### src/rtl/b64d_pkg.sv
// Shared constants and the character classifier for the base64 stream decoder.
`default_nettype none

package b64d_pkg;

  localparam int CountWidthDef = 32;
  localparam int TotalWidth    = 32;

  // Classifier codes; SymSkip and SymPad lie above the 6-bit alphabet range
  localparam logic [6:0] SymSkip = 7'd64;
  localparam logic [6:0] SymPad  = 7'd65;
  localparam logic [6:0] SymPlus  = 7'd62;
  localparam logic [6:0] SymSlash = 7'd63;

  localparam logic [1:0] PadMax = 2'd2;

  function automatic logic [6:0] classify(input logic [7:0] c);
    logic [6:0] sym;
    sym = SymSkip;
    if (c >= 8'h41 && c <= 8'h5a) begin
      sym = 7'(c - 8'h41);
    end else if (c >= 8'h61 && c <= 8'h7a) begin
      sym = 7'(c - 8'h61 + 8'd26);
    end else if (c >= 8'h30 && c <= 8'h39) begin
      sym = 7'(c - 8'h30 + 8'd52);
    end else if (c == 8'h2b) begin
      sym = SymPlus;
    end else if (c == 8'h2f) begin
      sym = SymSlash;
    end else if (c == 8'h3d) begin
      sym = SymPad;
    end
    return sym;
  endfunction

endpackage

`default_nettype wire

### src/rtl/base64_stream_decoder.sv
// Streaming base64 decoder: one text character in, one result word out per character.
//
// Input channel: in_valid / in_stall carry character and final_char. A word is
// taken at a rising edge with in_valid high and in_stall low.
// Output channel: out_valid / out_stall carry data_byte, byte_valid,
// message_end, status and total_bytes, one result word per input word.
// byte_valid marks a completed decoded byte. On the word for the last
// character, message_end is high, status gives 0 for a well-formed message and
// 1 otherwise, and total_bytes gives the decoded byte count (saturating).
// The result word is loaded into the output register at the edge that takes
// the character. Throughput is one character per clock while out_stall does not
// hold the output word; the only path is classify, byte assembly and a counter
// increment into the output register.
// While the output word is held by out_stall, in_stall is high; the decoder
// takes a new word in the same cycle the held one is taken.
// Reset clears all decode state and drops any pending output word. Decode
// state also clears after each final character.
`default_nettype none

module base64_stream_decoder #(
  parameter int COUNT_WIDTH = b64d_pkg::CountWidthDef
) (
  input  wire logic        clk,
  input  wire logic        rst,
  input  wire logic        in_valid,
  output logic             in_stall,
  input  wire logic [7:0]  character,
  input  wire logic        final_char,
  output logic             out_valid,
  input  wire logic        out_stall,
  output logic [7:0]       data_byte,
  output logic             byte_valid,
  output logic             message_end,
  output logic             status,
  output logic [b64d_pkg::TotalWidth-1:0] total_bytes
);

  import b64d_pkg::*;

  logic [5:0]             previous_sextet, previous_sextet_next;
  logic [1:0]             group_position, group_position_next;
  logic [1:0]             pad_count, pad_count_next;
  logic                   two_values_seen, two_values_seen_next;
  logic                   error_seen, error_seen_next;
  logic [COUNT_WIDTH-1:0] byte_total, byte_total_next;

  logic                   in_accept;
  logic [6:0]             sym;
  logic                   is_value;
  logic [7:0]             byte_next;
  logic                   valid_next;
  logic                   bad;
  logic [TotalWidth-1:0]  total_sat;

  assign in_stall  = out_valid && out_stall;
  assign in_accept = in_valid && !in_stall;
  assign sym       = classify(character);
  assign is_value  = (sym < SymSkip);

  always_comb begin
    previous_sextet_next = previous_sextet;
    group_position_next  = group_position;
    pad_count_next       = pad_count;
    two_values_seen_next = two_values_seen;
    error_seen_next      = error_seen;
    byte_total_next      = byte_total;
    byte_next            = 8'd0;
    valid_next           = 1'b0;

    if (sym == SymPad) begin
      if (pad_count >= PadMax) begin
        error_seen_next = 1'b1;
      end else begin
        pad_count_next = pad_count + 2'd1;
      end
    end else if (is_value) begin
      if (pad_count != 2'd0) begin
        error_seen_next = 1'b1;
      end
      case (group_position)
        2'd1: begin
          byte_next  = {previous_sextet, sym[5:4]};
          valid_next = 1'b1;
        end
        2'd2: begin
          byte_next  = {previous_sextet[3:0], sym[5:2]};
          valid_next = 1'b1;
        end
        2'd3: begin
          byte_next  = {previous_sextet[1:0], sym[5:0]};
          valid_next = 1'b1;
        end
        default: begin
          byte_next  = 8'd0;
          valid_next = 1'b0;
        end
      endcase
      if (group_position != 2'd0) begin
        two_values_seen_next = 1'b1;
      end
      previous_sextet_next = sym[5:0];
      group_position_next  = group_position + 2'd1;
      if (valid_next && (byte_total != {COUNT_WIDTH{1'b1}})) begin
        byte_total_next = byte_total + {{(COUNT_WIDTH-1){1'b0}}, 1'b1};
      end
    end

    // End checks on the updated state
    bad = error_seen_next || !two_values_seen_next;
    case (group_position_next)
      2'd0:    bad = bad || (pad_count_next != 2'd0);
      2'd1:    bad = 1'b1;
      2'd2:    bad = bad || (pad_count_next == 2'd1);
      default: bad = bad || (pad_count_next == 2'd2);
    endcase
  end

  generate
    if (COUNT_WIDTH > TotalWidth) begin : g_sat
      assign total_sat = (|byte_total_next[COUNT_WIDTH-1:TotalWidth]) ?
                         {TotalWidth{1'b1}} : byte_total_next[TotalWidth-1:0];
    end else begin : g_ext
      assign total_sat = TotalWidth'(byte_total_next);
    end
  endgenerate

  // Decode state
  always_ff @(posedge clk) begin
    if (rst) begin
      previous_sextet <= '0;
      group_position  <= '0;
      pad_count       <= '0;
      two_values_seen <= 1'b0;
      error_seen      <= 1'b0;
      byte_total      <= '0;
    end else if (in_accept) begin
      if (final_char) begin
        previous_sextet <= '0;
        group_position  <= '0;
        pad_count       <= '0;
        two_values_seen <= 1'b0;
        error_seen      <= 1'b0;
        byte_total      <= '0;
      end else begin
        previous_sextet <= previous_sextet_next;
        group_position  <= group_position_next;
        pad_count       <= pad_count_next;
        two_values_seen <= two_values_seen_next;
        error_seen      <= error_seen_next;
        byte_total      <= byte_total_next;
      end
    end
  end

  // Output word register
  always_ff @(posedge clk) begin
    if (rst) begin
      out_valid <= 1'b0;
    end else if (in_accept) begin
      out_valid <= 1'b1;
    end else if (!out_stall) begin
      out_valid <= 1'b0;
    end
  end

  always_ff @(posedge clk) begin
    if (in_accept) begin
      data_byte   <= byte_next;
      byte_valid  <= valid_next;
      message_end <= final_char;
      status      <= final_char && bad;
      total_bytes <= final_char ? total_sat : {TotalWidth{1'b0}};
    end
  end

  // Decode state is back at reset after a final character
  a_clear_after_final: assert property (@(posedge clk) disable iff (rst)
    in_accept && final_char |=>
      group_position == 2'd0 && pad_count == 2'd0 && !error_seen &&
      !two_values_seen && byte_total == '0)
    else $error("decode state not cleared after final character");

  // Pad count saturates at two
  a_pad_sat: assert property (@(posedge clk) disable iff (rst)
    pad_count != 2'd3)
    else $error("pad count overflow");

  // Status and total only appear on the message end word
  a_end_only: assert property (@(posedge clk) disable iff (rst)
    out_valid && !message_end |-> !status && total_bytes == '0)
    else $error("status or total outside message end");

  // First value of a group never completes a byte
  a_group_start: assert property (@(posedge clk) disable iff (rst)
    in_accept && group_position == 2'd0 |=> out_valid && !byte_valid)
    else $error("byte emitted at group start");

endmodule

`default_nettype wire

### config.mk
export PLATFORM = sky130hd
export DESIGN_NAME = base64_stream_decoder
export DESIGN_NICKNAME = d
export VERILOG_FILES = /design/src/rtl/b64d_pkg.sv /design/src/rtl/base64_stream_decoder.sv
export SDC_FILE = /design/constraint.sdc
export NUM_CORES = 1
export LEC_CHECK = 0
export ABC_AREA = 0
export CAP_MARGIN = 30
export CORE_UTILIZATION = 35
export DETAILED_ROUTE_END_ITERATION = 16
export DONT_BUFFER_PORTS = 1
export PLACE_DENSITY = 0.54
export SLEW_MARGIN = 20
export SYNTH_ARGS = -nofsm -noshare
export SYNTH_HDL_FRONTEND = slang
export SYNTH_SLANG_ARGS = --single-unit
### constraint.sdc
create_clock -name clk -period 9 [get_ports clk]
set_input_delay 0.45 -clock clk [delete_from_list [all_inputs] [get_ports clk]]
set_output_delay 0.45 -clock clk [all_outputs]
set_load 0.03 [all_outputs]
# Word level (Yosys, flattened, before mapping)
# Cells that the tools add are included.
# totals
output_inout_bits	45
reg_bits	88
wordCells	99
inputBits	13
# op_classes
magnitude_cmp	8
n_reduce_logical	21
n_mux	35
n_eq_ne	14
n_addsub	8
bitwise_logic	1
# op_table
operator	n
2-to-1 mux 32 bit	4
2-to-1 mux 7 bit	5
adder 32 x 1 -> 32 bit, second input constant	1
inequality test 32 bit, second input constant	1
== test 8 x 6 -> 1 bit, second input constant	3
one-hot mux 8 bit (3 select lines)	1
2-to-1 mux 6 bit	3
>= comparator 8 x 7 -> 1 bit, second input constant	2
less-or-equal comparator 8 x 7 -> 1 bit, second input constant	2
2-to-1 mux 1 bit	15
subtractor 7 bit, second input constant	2
2-to-1 mux 2 bit	6
== test 2 bit, second input constant	4
>= comparator 8 x 6 -> 1 bit, second input constant	1
less-or-equal comparator 8 x 6 -> 1 bit, second input constant	1
nonzero test 2 bit	4
adder 7 x 5 -> 7 bit, second input constant	1
adder 7 x 6 -> 7 bit, second input constant	1
== test 7 bit, second input constant	1
logical AND 1 bit	7
less-than comparator 7 bit, second input constant	1
subtractor 7 x 6 -> 7 bit, second input constant	1
== test 2 x 1 -> 1 bit, second input constant	3
adder 2 x 1 -> 2 bit, second input constant	2
other kinds (11)	15

# Logic depth before layout (Yosys ltp)
# depth
depth_word	15
mapped_depth	13
depth_no_buf	10

# Worst setup path after synthesis
# No wires, ideal clock.
# synth_timing
kind	in2reg
start	in character[2]
end	reg status (data pin)
stages	13
slack_ns	5.744
n_path_buf	3
t_arrival_ns	2.993
t_required_ns	8.736
path_cell_list	buf_2 inv_1 ha_1 buf_2 nor2_1 nor3_4 o211a_4 or2_2 buf_2 nor3_1 nand4bb_1 and3_1 o41a_1
# synth_between
elab_chain_cells	15
elab_cells_between_ends	45
cone_classes	5 x add/sub; 7 x order compare; 8 x eq/ne; 14 x mux; 11 x reduce/logical
# synth_lines
item	line	source
start, declared	base64_stream_decoder.sv:27	input wire logic [7:0] character,
branches (longest 6 deep; another with subtractor 7 x 6 -> 7 bit)	-	
2-to-1 mux 7 bit *	b64d_pkg.sv:20	if (c >= 8'h41 && c <= 8'h5a) begin
less-than comparator 7 bit	base64_stream_decoder.sv:58	assign is_value = (sym < SymSkip);
2-to-1 mux 1 bit	base64_stream_decoder.sv:76	end else if (is_value) begin
2-to-1 mux 1 bit	base64_stream_decoder.sv:70	if (sym == SymPad) begin
zero test 1 bit	base64_stream_decoder.sv:109	bad = error_seen_next || !two_values_seen_next;
logical OR 1 bit	base64_stream_decoder.sv:109	
logical OR 1 bit, on equally long branches	base64_stream_decoder.sv:114, base64_stream_decoder.sv:111, base64_stream_decoder.sv:113	
one-hot mux 1 bit (3 select lines) *	base64_stream_decoder.sv:110	case (group_position_next)
logical AND 1 bit *	base64_stream_decoder.sv:171	status <= final_char && bad;
end signal, assigned	base64_stream_decoder.sv:171	
end, declared	base64_stream_decoder.sv:34	output logic status,
# Every way passes the cells marked *.
# A chain may end at the register's enable or synchronous reset.

# Final worst setup path
# layout_timing
start	reg out_valid
end	reg previous_sextet[1]
# layout_between
elab_chain_cells	4
# layout_lines
item	line	source
start, declared	base64_stream_decoder.sv:29	output logic out_valid,
start signal, assigned	base64_stream_decoder.sv:158	out_valid <= 1'b0;
start signal, assigned	base64_stream_decoder.sv:160	out_valid <= 1'b1;
start signal, assigned	base64_stream_decoder.sv:162	out_valid <= 1'b0;
logical AND 1 bit	base64_stream_decoder.sv:55	assign in_stall = out_valid && out_stall;
zero test 1 bit	base64_stream_decoder.sv:56	assign in_accept = in_valid && !in_stall;
logical AND 1 bit	base64_stream_decoder.sv:56	
AND reduction 3 bit (no source line)	-	
end signal, assigned	base64_stream_decoder.sv:145	previous_sextet <= previous_sextet_next;
end, declared	base64_stream_decoder.sv:40	logic [5:0] previous_sextet, previous_sextet_next;
# Every way passes these cells.

==> impl_results.html <==
<table>
<tr><th>Metric</th><th>Value</th></tr>
<tr><th colspan="2">Critical path</th></tr>
<tr><td>Sequence of cells on the critical path</td><td>nand2_1, nand2_1, inv_2, buf_4, nand2_1, buf_4, nor2_1, a22oi_1, nor2_1</td></tr>
<tr><td>Worst path buffer plus inverter count</td><td>3</td></tr>
<tr><td>CP startpoint</td><td>out_valid$_SDFFE_PP0P_</td></tr>
<tr><td>Critical path arrival</td><td>3.77 ns</td></tr>
<tr><td>Setup slack of the most critical reg-to-reg path</td><td>5.50 ns</td></tr>
<tr><td>Worst Reg2Reg Path Length in Cells</td><td>9</td></tr>
<tr><td>Largest driver fanout on the critical path</td><td>59</td></tr>
<tr><td>Cell family contributing the most delay on the critical path</td><td>simple AND/OR/NAND/NOR gates</td></tr>
<tr><td>Cell type of the slowest stage on the worst timing path</td><td>buf_4</td></tr>
<tr><td>Required time of the critical path</td><td>9.27 ns</td></tr>
<tr><td>Launching point of the worst reg2reg path</td><td>out_valid$_SDFFE_PP0P_</td></tr>
<tr><td>Category of the worst setup path launch point</td><td>flip-flop</td></tr>
<tr><td>Worst setup path endpoint</td><td>previous_sextet[1]$_SDFFE_PP0P_</td></tr>
<tr><td>Critical path capture point type</td><td>flip-flop</td></tr>
<tr><td>Cell seen most often among critical-path stages</td><td>nand2_1</td></tr>
<tr><td>Worst reg2reg path endpoint</td><td>previous_sextet[1]$_SDFFE_PP0P_</td></tr>
<tr><td>Number of logic stages on the critical path including buffering</td><td>9</td></tr>
<tr><td>Worst stage delay on the critical path</td><td>0.62 ns</td></tr>
<tr><td>Crit Path Class</td><td>reg -&gt; reg</td></tr>
<tr><th colspan="2">Min path</th></tr>
<tr><td>Class of the most critical hold timing path</td><td>in -&gt; reg</td></tr>
<tr><th colspan="2">STA</th></tr>
<tr><td>Fmax achieved</td><td>285.7 MHz</td></tr>
<tr><td>Worst path setup slack after routing</td><td>5.500 ns</td></tr>
<tr><td>Headroom to the max-slew limit</td><td>37.10%</td></tr>
<tr><td>Setup TNS after final layout</td><td>0 ns</td></tr>
<tr><td>Final hold violation count</td><td>0</td></tr>
<tr><td>Worst slew pin tran</td><td>0.9413 ns</td></tr>
<tr><td>RSZ-0062 raised after global routing</td><td>no</td></tr>
<tr><td>Min cycle time layout</td><td>3.500 ns</td></tr>
<tr><td>Count of pins over their slew limit</td><td>0</td></tr>
<tr><td>Final Cycle Share</td><td>38.89%</td></tr>
<tr><td>Fin Clk Skew</td><td>0.01101 ns</td></tr>
<tr><td>Total of endpoints with negative setup slack in the final report</td><td>0</td></tr>
<tr><th colspan="2">GRT</th></tr>
<tr><td>Via count of the first global-routing pass</td><td>3880</td></tr>
<tr><td>Met1 track demand over resource</td><td>24.34%</td></tr>
<tr><td>Pin count of the biggest net entering global routing</td><td>60</td></tr>
<tr><td>Antenna violations before repair</td><td>0</td></tr>
<tr><td>Gr busiest metal</td><td>met2</td></tr>
<tr><td>Sum of overflow across all layers after global routing</td><td>0</td></tr>
<tr><td>Met3 track demand over resource in global routing</td><td>4.659%</td></tr>
<tr><td>Overall global routing resource usage</td><td>17.32%</td></tr>
<tr><td>Grt met2 use</td><td>25.17%</td></tr>
<tr><td>Global-route wire length before repair</td><td>20180 µm</td></tr>
<tr><th colspan="2">Yosys</th></tr>
<tr><td>Synthesized netlist net count</td><td>597</td></tr>
<tr><td>Per-instance average area after synthesis</td><td>9.054 µm²</td></tr>
<tr><td>Total of flip-flops plus latches after synthesis</td><td>88</td></tr>
<tr><td>Yosys synthesis warning count</td><td>0</td></tr>
<tr><td>Count of different cell masters after synthesis</td><td>67</td></tr>
<tr><td>Part of the Yosys area used for sequential elements</td><td>42.63%</td></tr>
<tr><td>Synthesized instance count</td><td>568</td></tr>
<tr><td>Share of synthesized registers carrying an async set or reset</td><td>0%</td></tr>
<tr><td>Number of enable-type register cells in the synthesized netlist</td><td>43</td></tr>
<tr><td>Netlist Area Pre-Place</td><td>5142 µm²</td></tr>
<tr><td>Primary flip-flop cell chosen by synthesis mapping</td><td>dfxtp_1</td></tr>
<tr><th colspan="2">Finish</th></tr>
<tr><td>Final net count</td><td>572</td></tr>
<tr><td>Area added between synthesis and finish</td><td>7.640%</td></tr>
<tr><td>Fraction of layout cells with a size suffix above 1</td><td>6.204%</td></tr>
<tr><td>Diodes inserted</td><td>0</td></tr>
<tr><th colspan="2">Die</th></tr>
<tr><td>Width of the die</td><td>123.2 µm</td></tr>
<tr><td>Die Area</td><td>15180 µm²</td></tr>
<tr><td>Die boundary height</td><td>123.2 µm</td></tr>
<tr><td>Number of placed I/O pins</td><td>58</td></tr>
<tr><td>Placeable core region</td><td>14100 µm²</td></tr>
<tr><td>Count of standard-cell rows</td><td>43</td></tr>
<tr><td>Effective utilization at floorplan</td><td>36.48%</td></tr>
<tr><th colspan="2">Route</th></tr>
<tr><td>Via/cell ratio</td><td>5.817</td></tr>
<tr><td>Wirelength per Cell</td><td>17.45 µm</td></tr>
<tr><td>Iteration-0 DRC count of the detailed router</td><td>370</td></tr>
<tr><td>Final routed wirelength across all metal layers</td><td>12700 µm</td></tr>
<tr><td>DRC violations left</td><td>0</td></tr>
<tr><td>Via total after detailed routing</td><td>4235</td></tr>
<tr><td>Post-route ant nets</td><td>0</td></tr>
<tr><td>Number of search-and-repair iterations in the first detailed-routing pass</td><td>8</td></tr>
<tr><th colspan="2">Power</th></tr>
<tr><td>Leakage power summed over all cells</td><td>1.844 nW</td></tr>
<tr><td>Int Power</td><td>0.6898 mW</td></tr>
<tr><td>P per Cell Area</td><td>163.6 nW/µm²</td></tr>
<tr><td>Proportion of power drawn by combinational gates</td><td>6.2%</td></tr>
<tr><td>Switching power total</td><td>0.2160 mW</td></tr>
<tr><td>Clock share of power</td><td>43.7%</td></tr>
<tr><td>Switch share</td><td>23.84%</td></tr>
<tr><td>Worst IR drop on VDD</td><td>0.08651 mV</td></tr>
<tr><td>Sequential fraction of design power</td><td>50.1%</td></tr>
<tr><th colspan="2">Run status</th></tr>
<tr><td>Result of the run</td><td>finished clean</td></tr>
<tr><th colspan="2">Placement</th></tr>
<tr><td>Dpl ws</td><td>5.486 ns</td></tr>
<tr><td>GP Congestion</td><td>0.8697</td></tr>
<tr><td>Final HPWL from detailed placement</td><td>8222 µm</td></tr>
<tr><td>Number of buffer cells added on primary ports</td><td>0</td></tr>
<tr><th colspan="2">CTS</th></tr>
<tr><td>Num CTS Buffers</td><td>9</td></tr>
<tr><td>Post-CTS Repair Setup Buffers</td><td>0</td></tr>
<tr><td>Insertion delay of the later-clocked pin in the worst-skew pair</td><td>0.35 ns</td></tr>
<tr><td>Clock tree buffer depth</td><td>2</td></tr>
<tr><td>Number of gates resized after CTS</td><td>0</td></tr>
<tr><td>Clock transition at the registers of the reported paths</td><td>0.06 ns</td></tr>
<tr><td>TritonCTS sink count</td><td>88</td></tr>
<tr><td>CTS hold repair buffers</td><td>0</td></tr>
<tr><td>Clock tree from TritonCTS</td><td>built</td></tr>
<tr><td>Cell at the root of the clock tree</td><td>clkbuf_16</td></tr>
<tr><td>Number of H-tree levels</td><td>3</td></tr>
<tr><th colspan="2">Job</th></tr>
<tr><td>Maximum Capacitance Violations</td><td>0</td></tr>
</table>
## layer usage
metal	part of all wire [%]	vias to the layer above
li1	-	2047
met1	49	2032
met2	44	141
met3	5.9	15
met4	1.4	0
met5	0	-
## Yosys cell counts, drive strengths merged, types with 14 or more instances
master  number  area share [%]
nor3        14             2.0
nand2       36             2.6
nor4        15             1.9
o21ai       27             2.7
a21oi       29             2.8
edfxtp      43              25
dfxtp       45              18
nand3       22             2.1
xor2        14             2.4
nor2        81             6.0
clkbuf      26             1.9
inv         15             1.1
xnor2       20             3.4
a22oi       14             2.0
ha          16             3.9
## how the worst min path moves through the flow
stage,startpoint,end,slack [ns],cells past startpoint
2_1_floorplan,two_values_seen$_SDFFE_PP0P_,two_values_seen$_SDFFE_PP0P_,0.44,1
3_3_place_gp,two_values_seen$_SDFFE_PP0P_,two_values_seen$_SDFFE_PP0P_,0.45,1
3_5_place_dp,two_values_seen$_SDFFE_PP0P_,two_values_seen$_SDFFE_PP0P_,0.46,1
4_1_cts,rst,byte_total[18]$_SDFFE_PP0P_,0.16,1
5_1_grt,rst,byte_total[18]$_SDFFE_PP0P_,0.15,1
6_report,rst,byte_total[11]$_SDFFE_PP0P_,0.17,1
## layout make-up
cell class / count / area [µm²]
Fill cell: 1407 / 8561
Inverter: 17 / 63.81
Sequential cell: 88 / 2192
Clock buffer: 12 / 236.5
Tap cell: 180 / 225.2
Clock inverter: 4 / 70.07
Multi-Input combinational cell: 425 / 2733
Timing Repair Buffer: 2 / 15.01
## sequential cells by signal, indices dropped and copies added (netlist names)
| name | count |
|---|---|
| byte_total | 32 |
| total_bytes | 32 |
| data_byte | 8 |
| previous_sextet | 6 |
| group_position | 2 |
| pad_count | 2 |
| byte_valid | 1 |
| error_seen | 1 |
| message_end | 1 |
| out_valid | 1 |
| status | 1 |
| two_values_seen | 1 |
## power by group through the flow
stage	combinational [mW]	clock, mW	sequential, mW
after global placement	0.0553	0	0.463
after floorplan	0.0487	0	0.461
after detailed placement	0.0557	0	0.463
after CTS	0.0560	0.407	0.454
final	0.0560	0.396	0.454
after global routing	0.0619	0.422	0.455
## metrics by stage
step                std cells  hold WS, ns  util, %  instance area, µm²  power (mW)
floorplan                 568       0.4352        -                5142      0.5101
global placement          712       0.4484    37.09                5229      0.5184
detailed placement        712       0.4615    37.09                5229      0.5187
CTS                       728       0.1555    39.27                5535      0.9178
global route              728       0.1490    39.27                5535      0.9395
finish                    728       0.1676    39.27                5535      0.9057
## kinds of logic after synthesis
| family | after synthesis | synth area share (%) |
|---|---|---|
| AND/OR/NAND/NOR | 234 | 23.82 |
| multiplexers | 6 | 1.168 |
| adder cells (fa/ha/maj) | 16 | 3.893 |
| buffers and inverters | 55 | 4.234 |
| AO/OA/AOI/OAI | 135 | 18.47 |
| flip-flops | 88 | 42.63 |
| XOR/XNOR | 34 | 5.791 |
## cells in the final DEF, fill, tap and decap left out, drive strengths merged, types with 6 or more instances in the layout
cell type / instances
a22oi: 14
clkbuf: 12
and3: 11
ha: 16
nor4: 15
xor2: 14
a31oi: 9
a222oi: 8
or3: 12
nand4: 10
xnor2: 20
edfxtp: 43
nor3: 14
nor2: 81
and2: 11
inv: 15
nand3: 22
a21oi: 29
dfxtp: 45
a21o: 7
mux2i: 6
o21ai: 27
nand2: 36
No activity file was read; power rests on OpenSTA's default activity.
